[config.mk]
export PLATFORM = sky130hd
export DESIGN_NAME = sha1_message_digest
export DESIGN_NICKNAME = d
export VERILOG_FILES = /design/src/rtl/sha1md_pkg.sv /design/src/rtl/sha1_message_digest.sv
export SDC_FILE = /design/constraint.sdc
export NUM_CORES = 2
export LEC_CHECK = 0
export CORE_MARGIN = 2
export CORE_UTILIZATION = 66
export DETAILED_ROUTE_END_ITERATION = 10
export DONT_BUFFER_PORTS = 1
export PLACE_DENSITY = 0.84
export SKIP_CTS_REPAIR_TIMING = 1
export SLEW_MARGIN = 5
export SYNTH_ARGS = -nofsm -noshare
export SYNTH_HDL_FRONTEND = slang
export SYNTH_SLANG_ARGS = --single-unit
[constraint.sdc]
create_clock -name clk -period 26.2 [get_ports clk]
set_input_delay 5.24 -clock clk [delete_from_list [all_inputs] [get_ports clk]]
set_output_delay 5.24 -clock clk [all_outputs]
set_load 0.01 [all_outputs]
[src/rtl/sha1md_pkg.sv]
// Shared constants and helpers for the SHA-1 message digest block.
// Holds the initial hash values, round constants and the round mixing function.
// No dependencies.
`default_nettype none

package sha1md_pkg;

    localparam int unsigned WordW    = 32;
    localparam int unsigned NumHash  = 5;
    localparam int unsigned NumRound = 80;
    localparam int unsigned LenW     = 64;

    localparam logic [NumHash-1:0][WordW-1:0] SHA_IV = {
        32'hC3D2_E1F0, 32'h1032_5476, 32'h98BA_DCFE, 32'hEFCD_AB89, 32'h6745_2301
    };

    localparam logic [3:0][WordW-1:0] ROUND_K = {
        32'hCA62_C1D6, 32'h8F1B_BCDC, 32'h6ED9_EBA1, 32'h5A82_7999
    };

    // Round groups of twenty rounds each.
    typedef enum logic [1:0] {
        GRP_CHOOSE   = 2'd0,
        GRP_PARITY1  = 2'd1,
        GRP_MAJORITY = 2'd2,
        GRP_PARITY2  = 2'd3
    } round_grp_t;

    localparam logic [WordW-1:0] PAD_MARKER_WORD = 32'h8000_0000;

    function automatic logic [WordW-1:0] mix_fn(
        input round_grp_t       grp,
        input logic [WordW-1:0] b,
        input logic [WordW-1:0] c,
        input logic [WordW-1:0] d
    );
        logic [WordW-1:0] res;
        unique case (grp)
            GRP_CHOOSE:   res = (b & c) | (~b & d);
            GRP_MAJORITY: res = (b & c) | (b & d) | (c & d);
            GRP_PARITY1,
            GRP_PARITY2:  res = b ^ c ^ d;
            default:      res = b ^ c ^ d;
        endcase
        return res;
    endfunction

endpackage

`default_nettype wire

[src/rtl/sha1_message_digest.sv]
// SHA-1 message digest engine: word intake, padding, iterative compression, digest output.
// Depends on sha1md_pkg for constants and the round mixing function.
//
// Usage: message words arrive on the data channel (data_valid / data_stall) as
// big-endian 32-bit words with valid_bytes; end_of_message marks the final item,
// which may be partial or empty. Digest words leave on the digest channel
// (digest_valid / digest_stall), H0 first, with last_word set on H4.
// A non-final item that completes a 512-bit block starts the compression:
// one round per cycle on a single shared round adder for 80 rounds, then the
// working words are folded into the chaining value. A final item starts
// padding: the padding words are pushed one at a time, each block filled
// during padding (one or two) is compressed the same way, and then the five
// digest words are handed out.
// The engine takes no new message word while it compresses a block.
// data_stall is high whenever the engine is busy with padding, rounds, fold or output.
// A stall on the digest channel holds the current digest word and pauses output;
// the last digest word may wait in its output register while a new message starts.
// Reset loads the initial hash values and clears the length, word count and
// output valid; the block is then idle and ready to take an item once reset is released.
`default_nettype none

module sha1_message_digest (
    input  wire logic        clk,
    input  wire logic        rst_n,
    input  wire logic        data_valid,
    output logic             data_stall,
    input  wire logic [31:0] data_word,
    input  wire logic [2:0]  valid_bytes,
    input  wire logic        end_of_message,
    output logic             digest_valid,
    input  wire logic        digest_stall,
    output logic [31:0]      digest_word,
    output logic             last_word
);

    typedef enum logic [2:0] {
        ST_IDLE,
        ST_PAD,
        ST_ROUND,
        ST_FOLD,
        ST_EMIT
    } state_t;

    typedef enum logic [2:0] {
        PH_NONE,
        PH_DATA,
        PH_MARK,
        PH_ZERO,
        PH_LENLO,
        PH_DONE
    } phase_t;

    state_t      state_reg, state_next;
    phase_t      phase_reg, phase_next;
    logic [3:0]  words_reg, words_next;
    logic [6:0]  round_reg, round_next;
    logic [2:0]  emit_idx_reg, emit_idx_next;
    logic [63:0] len_reg, len_next;
    logic [4:0][31:0] chain_reg, chain_next;
    logic        digest_valid_reg, digest_valid_next;
    logic [31:0] digest_word_reg, digest_word_next;
    logic        last_word_reg, last_word_next;

    // Payload registers, no reset.
    logic [15:0][31:0] win_reg, win_next;
    logic [4:0][31:0]  work_reg, work_next;
    logic [31:0] tail_data_reg, tail_data_next;
    logic [2:0]  tail_nb_reg, tail_nb_next;

    logic [2:0]  nb_clip;
    logic        push_en;
    logic [31:0] push_word;
    logic [31:0] tail_word;
    logic [31:0] sched_word;
    logic [31:0] round_w;
    logic [31:0] round_sum;
    sha1md_pkg::round_grp_t grp;

    assign nb_clip = (valid_bytes > 3'd4) ? 3'd4 : valid_bytes;

    // Final partial word: keep the used bytes and put the marker byte after them.
    always_comb
    begin
        unique case (tail_nb_reg[1:0])
            2'd0: tail_word = {8'h80, 24'h0};
            2'd1: tail_word = {tail_data_reg[31:24], 8'h80, 16'h0};
            2'd2: tail_word = {tail_data_reg[31:16], 8'h80, 8'h0};
            2'd3: tail_word = {tail_data_reg[31:8], 8'h80};
            default: tail_word = {8'h80, 24'h0};
        endcase
    end

    always_comb
    begin
        if (round_reg < 7'd20)
            grp = sha1md_pkg::GRP_CHOOSE;
        else if (round_reg < 7'd40)
            grp = sha1md_pkg::GRP_PARITY1;
        else if (round_reg < 7'd60)
            grp = sha1md_pkg::GRP_MAJORITY;
        else
            grp = sha1md_pkg::GRP_PARITY2;
    end

    // The window is a shift line: tap 0 is the oldest of the last sixteen words.
    assign sched_word = win_reg[13] ^ win_reg[8] ^ win_reg[2] ^ win_reg[0];
    assign round_w    = (round_reg < 7'd16) ? win_reg[0] : {sched_word[30:0], sched_word[31]};
    assign round_sum  = {work_reg[0][26:0], work_reg[0][31:27]}
                      + sha1md_pkg::mix_fn(grp, work_reg[1], work_reg[2], work_reg[3])
                      + work_reg[4] + round_w + sha1md_pkg::ROUND_K[grp];

    assign data_stall   = (state_reg != ST_IDLE);
    assign digest_valid = digest_valid_reg;
    assign digest_word  = digest_word_reg;
    assign last_word    = last_word_reg;

    always_comb
    begin
        state_next        = state_reg;
        phase_next        = phase_reg;
        words_next        = words_reg;
        round_next        = round_reg;
        emit_idx_next     = emit_idx_reg;
        len_next          = len_reg;
        chain_next        = chain_reg;
        digest_valid_next = digest_valid_reg;
        digest_word_next  = digest_word_reg;
        last_word_next    = last_word_reg;
        win_next          = win_reg;
        work_next         = work_reg;
        tail_data_next    = tail_data_reg;
        tail_nb_next      = tail_nb_reg;
        push_en           = 1'b0;
        push_word         = '0;

        if (digest_valid_reg && !digest_stall)
            digest_valid_next = 1'b0;

        unique case (state_reg)
            ST_IDLE:
            begin
                if (data_valid)
                begin
                    if (!end_of_message)
                    begin
                        if (valid_bytes != 3'd0)
                        begin
                            len_next  = len_reg + 64'd32;
                            push_en   = 1'b1;
                            push_word = data_word;
                        end
                    end
                    else
                    begin
                        len_next       = len_reg + {58'd0, nb_clip, 3'b000};
                        tail_data_next = data_word;
                        tail_nb_next   = nb_clip;
                        phase_next     = PH_DATA;
                        state_next     = ST_PAD;
                    end
                end
            end

            ST_PAD:
            begin
                push_en = 1'b1;
                unique case (phase_reg)
                    PH_DATA:
                    begin
                        if (tail_nb_reg == 3'd4)
                        begin
                            push_word  = tail_data_reg;
                            phase_next = PH_MARK;
                        end
                        else
                        begin
                            push_word  = tail_word;
                            phase_next = PH_ZERO;
                        end
                    end
                    PH_MARK:
                    begin
                        push_word  = sha1md_pkg::PAD_MARKER_WORD;
                        phase_next = PH_ZERO;
                    end
                    PH_ZERO:
                    begin
                        if (words_reg == 4'd14)
                        begin
                            push_word  = len_reg[63:32];
                            phase_next = PH_LENLO;
                        end
                        else
                        begin
                            push_word = '0;
                        end
                    end
                    PH_LENLO:
                    begin
                        push_word  = len_reg[31:0];
                        phase_next = PH_DONE;
                    end
                    default:
                    begin
                        push_en    = 1'b0;
                        state_next = ST_IDLE;
                    end
                endcase
            end

            ST_ROUND:
            begin
                win_next     = {round_w, win_reg[15:1]};
                work_next[0] = round_sum;
                work_next[1] = work_reg[0];
                work_next[2] = {work_reg[1][1:0], work_reg[1][31:2]};
                work_next[3] = work_reg[2];
                work_next[4] = work_reg[3];
                round_next   = round_reg + 7'd1;
                if (round_reg == 7'(sha1md_pkg::NumRound - 1))
                    state_next = ST_FOLD;
            end

            ST_FOLD:
            begin
                for (int i = 0; i < 5; i++)
                    chain_next[i] = chain_reg[i] + work_reg[i];
                if (phase_reg == PH_DONE)
                begin
                    emit_idx_next = '0;
                    state_next    = ST_EMIT;
                end
                else if (phase_reg == PH_NONE)
                    state_next = ST_IDLE;
                else
                    state_next = ST_PAD;
            end

            ST_EMIT:
            begin
                if (!digest_valid_reg || !digest_stall)
                begin
                    digest_valid_next = 1'b1;
                    digest_word_next  = chain_reg[emit_idx_reg];
                    last_word_next    = (emit_idx_reg == 3'd4);
                    emit_idx_next     = emit_idx_reg + 3'd1;
                    if (emit_idx_reg == 3'd4)
                    begin
                        chain_next = sha1md_pkg::SHA_IV;
                        words_next = '0;
                        len_next   = '0;
                        phase_next = PH_NONE;
                        state_next = ST_IDLE;
                    end
                end
            end

            default:
            begin
                state_next = ST_IDLE;
            end
        endcase

        // Word intake; the sixteenth word of a block starts the rounds.
        if (push_en)
        begin
            win_next   = {push_word, win_reg[15:1]};
            words_next = words_reg + 4'd1;
            if (words_reg == 4'd15)
            begin
                work_next  = chain_reg;
                round_next = '0;
                state_next = ST_ROUND;
            end
        end
    end

    always_ff @(posedge clk or negedge rst_n)
    begin
        if (!rst_n)
        begin
            state_reg        <= ST_IDLE;
            phase_reg        <= PH_NONE;
            words_reg        <= '0;
            round_reg        <= '0;
            emit_idx_reg     <= '0;
            len_reg          <= '0;
            chain_reg        <= sha1md_pkg::SHA_IV;
            digest_valid_reg <= 1'b0;
            digest_word_reg  <= '0;
            last_word_reg    <= 1'b0;
        end
        else
        begin
            state_reg        <= state_next;
            phase_reg        <= phase_next;
            words_reg        <= words_next;
            round_reg        <= round_next;
            emit_idx_reg     <= emit_idx_next;
            len_reg          <= len_next;
            chain_reg        <= chain_next;
            digest_valid_reg <= digest_valid_next;
            digest_word_reg  <= digest_word_next;
            last_word_reg    <= last_word_next;
        end
    end

    always_ff @(posedge clk)
    begin
        win_reg       <= win_next;
        work_reg      <= work_next;
        tail_data_reg <= tail_data_next;
        tail_nb_reg   <= tail_nb_next;
    end

    // A block always starts its rounds with an empty word count.
    a_round_start: assert property (@(posedge clk) disable iff (!rst_n)
        (state_reg == ST_ROUND && round_reg == 7'd0) |-> (words_reg == 4'd0))
        else $error("rounds started with a partly filled block");

    // Padding only runs while a message end is being processed.
    a_pad_phase: assert property (@(posedge clk) disable iff (!rst_n)
        (state_reg == ST_PAD) |-> (phase_reg != PH_NONE && phase_reg != PH_DONE))
        else $error("padding state without an active padding phase");

    // Once the last digest word is taken, no further last word can follow at once.
    a_last_once: assert property (@(posedge clk) disable iff (!rst_n)
        (digest_valid && !digest_stall && last_word) |=> !(digest_valid && last_word))
        else $error("last digest word repeated");

    // The round counter never runs past the final round.
    a_round_range: assert property (@(posedge clk) disable iff (!rst_n)
        (state_reg == ST_ROUND) |-> (round_reg < 7'(sha1md_pkg::NumRound)))
        else $error("round counter out of range");

endmodule

`default_nettype wire
==> flow_metrics.env <==
export IMPL_instances_no_fill=5486
export IMPL_min_to="win_reg[464]$_DFFE_PP_"
export IMPL_status="finished, violations left"
export IMPL_overflow=0
export IMPL_core_area_um2=74400
export IMPL_fmax_mhz=119
export IMPL_worstSetupPathType="primary input to flip-flop"
export IMPL_cp_max_fo=212
export IMPL_drc=0
export IMPL_grt_first_pass_wirelength_um=200000
export IMPL_syn_avg_cell_area_um2=11.1
export IMPL_violations="slew limit"
export IMPL_startpoint_type="primary input"
export IMPL_r2r_setup_slack_ps=19130
export IMPL_clock_path_buffers=3
export IMPL_area_growth_syn_to_layout_pct=8.55
export IMPL_timing_final_max_slew_violations=159
export IMPL_post_dp_hpwl_um=86000
export IMPL_critPathBufInv=3
export IMPL_synthDistinctLibCells=91
export IMPL_chipHeight_um=278
export IMPL_worstSetupEndpointType="flip-flop"
export IMPL_max_stage_delay_ps=870
export IMPL_fillCellCount=4751
export IMPL_path_delay_family="buffers and inverters"
export IMPL_drive_above_1_share_pct=8.04
export IMPL_postSynthCellCount=4492
export IMPL_critPathRequiredTime_ps=26490
export IMPL_arrival_ps=8670
export IMPL_dp_slack_ps=17140
export IMPL_critical_path_cell_count=7
export IMPL_track_usage_pct=33.7
export IMPL_finalCritPeriodShare_pct=32.0
export IMPL_ys_ff_latch=982
export IMPL_cp_cell_sequence="nor4_1 -> and3_1 -> buf_4 -> nor2b_2 -> nand2_4 -> buf_4 -> buf_12"
export IMPL_utilization_pct=72.4
export IMPL_r2r_cells=24
export IMPL_place_congestion=0.970
export IMPL_rows=100
export IMPL_dp_cells=5305
export IMPL_io_buffers=0
export IMPL_numCtsBuffers=96
export IMPL_synthesis_area_um2=49700
export IMPL_ant_nets=0
export IMPL_tightest_slew_ps=1910
export IMPL_cp_common_cell="buf_4"
export IMPL_grt_pass1_vias=34300
export IMPL_nNetsFinal=4800
export IMPL_antenna_found_initial=1
export IMPL_clock_sinks=982
export IMPL_n_antenna_cell=0
export IMPL_hold_depth=0
export IMPL_postRouteWirelength_um=131000
export IMPL_via_per_inst=6.60
export IMPL_maxSlewHeadroom_pct=-27.3
export IMPL_cts_tree="yes"
export IMPL_min_from="win_reg[496]$_DFFE_PP_"
export IMPL_root_buffer="clkbuf_16"
export IMPL_critPathSlowestCell="buf_4"
export IMPL_setup_slack_ps=17820
export IMPL_firstDrtPassIters=9
export IMPL_min_period_ps=8380
export IMPL_timing_rr_end="work_reg[25]$_DFF_P_"
export IMPL_seq_area_frac_synth_pct=53.6
export IMPL_reg2reg_from="round_reg[4]$_DFF_PN0_"
export IMPL_syn_nets=4858
export IMPL_setup_tns_final_ps=0
export IMPL_grt_start_max_net_pins=276
export IMPL_drt_initial_drc_count=4744
export IMPL_hold_viol_final=0
export IMPL_wl_per_cell_um=23.9
export IMPL_largest_reg_flops=512
export IMPL_die_width_um=278
export IMPL_ys_warn_count=0
export IMPL_synth_edff_count=547
export IMPL_rsz0062_at_grt="no"
export IMPL_synth_async_reset_ratio_pct=28.0
export IMPL_hold_path_class="flip-flop to flip-flop"
export IMPL_num_io_pins=75
export IMPL_multi_input_area_um2=21700
export IMPL_maxCapViolations=0
export IMPL_vias=36200
export IMPL_clk_latency_ps=700
export IMPL_finalSetupViolations=0
export IMPL_htreeDepth=3
export IMPL_start_util_pct=66.7
export IMPL_fin_skew_ps=37.4
export IMPL_clk_pin_slew_ps=70
export IMPL_die_area_um2=77500
export IMPL_synth_ff_type="edfxtp_1"
export IMPL_seq_area_um2=26600
-- stage by stage --
stage | cell area [um2] | hold WS [ps]
finish | 53900 | 399
floorplan | 49700 | 400
detailed placement | 50600 | 405
CTS | 53900 | 397
global placement | 50600 | 400
global route | 53900 | 405
-- worst max-delay path by stage --
| stage | startpoint | to | slack (ps) |
|---|---|---|---|
| 4_1_cts | end_of_message | win_reg[129]$_DFFE_PP_ | 17890 |
| 3_5_place_dp | end_of_message | win_reg[352]$_DFFE_PP_ | 17140 |
| 2_1_floorplan | end_of_message | win_reg[0]$_DFFE_PP_ | 7650 |
| 6_report | end_of_message | win_reg[308]$_DFFE_PP_ | 17820 |
| 3_3_place_gp | end_of_message | win_reg[482]$_DFFE_PP_ | 17260 |
| 5_1_grt | end_of_message | win_reg[97]$_DFFE_PP_ | 17560 |
-- cell type report --
type / count / share of cell area, %
repair buffers: 40 / 0.580
well taps: 969 / 2.25
flip-flops and latches: 982 / 49.4
inverters: 195 / 1.36
multi-input cells: 3119 / 40.2
clock buffers: 124 / 4.86
clock inverters: 57 / 1.39
-- cells by family (layout without fill, tap and decap cells) --
family                     count (synthesis)  count (layout)  synth area share, %
xor gates and xnor gates                 313             313                 5.52
buffers and inverters                    391             416                 2.97
AOI/OAI and AO/OA                       1107            1107                 14.0
and+or+nand+nor                         1302            1302                 11.6
adders and majority gates                326             326                 10.1
muxes                                     71              71                 2.25
DFF                                      982             982                 53.6
-- layout by cell type (no fill, tap or decap), drive strengths merged, types with 102 or more instances in the layout --
master / instances
clkbuf: 124
edfxtp: 547
fa: 126
nor2: 385
ha: 200
nand2: 539
o21ai: 300
a21oi: 277
dfrtp: 195
xor2: 125
dfxtp: 160
inv: 199
a31oi: 156
xnor2: 188
nand3: 102
-- layer usage --
metal | global-route usage, % | part of all wire, % | vias up
li1 | - | - | 16000
met1 | 46.2 | 39 | 17600
met2 | 50.8 | 45 | 2125
met3 | 8.64 | 11 | 431
met4 | 15.8 | 5.0 | 0
met5 | 0 | 0 | -
-- synthesized netlist by cell type (10+ instances only) --
library cell  count  area share [%]
mux2i_1          35            0.71
dfxtp_1         160             6.4
nor2_1          384             2.9
o221ai_1         28            0.49
nor2b_1          33            0.42
nand4_1          26            0.33
o21bai_1         24            0.36
inv_1           195             1.5
clkbuf_1        170             1.3
a211oi_1         16            0.24
a21o_1           94             1.4
fa_1            126             5.1
buf_1            23            0.17
a21oi_1         277             2.8
a22oi_1          53            0.80
and3_1           31            0.39
dfstp_2          80             4.2
dfrtp_1         195             9.8
and2_1           14            0.18
nor3_1           66            0.67
nand2_1         537             4.1
or3_1            27            0.34
edfxtp_1        547              33
nand2b_1         37            0.47
o21a_1           29            0.44
xnor2_1         188             3.3
ha_1            200             5.0
mux4_2           32             1.5
o21ai_0         292             2.9
a31oi_1         156             2.0
xor2_1          125             2.2
o211ai_1         10            0.15
nor4_1           10            0.13
a222oi_1         25            0.50
nand3_1         102             1.0
Power is left out: the tool's default activity adds up to more than one toggle a clock period on the data nets, which glitch-free logic cannot reach.
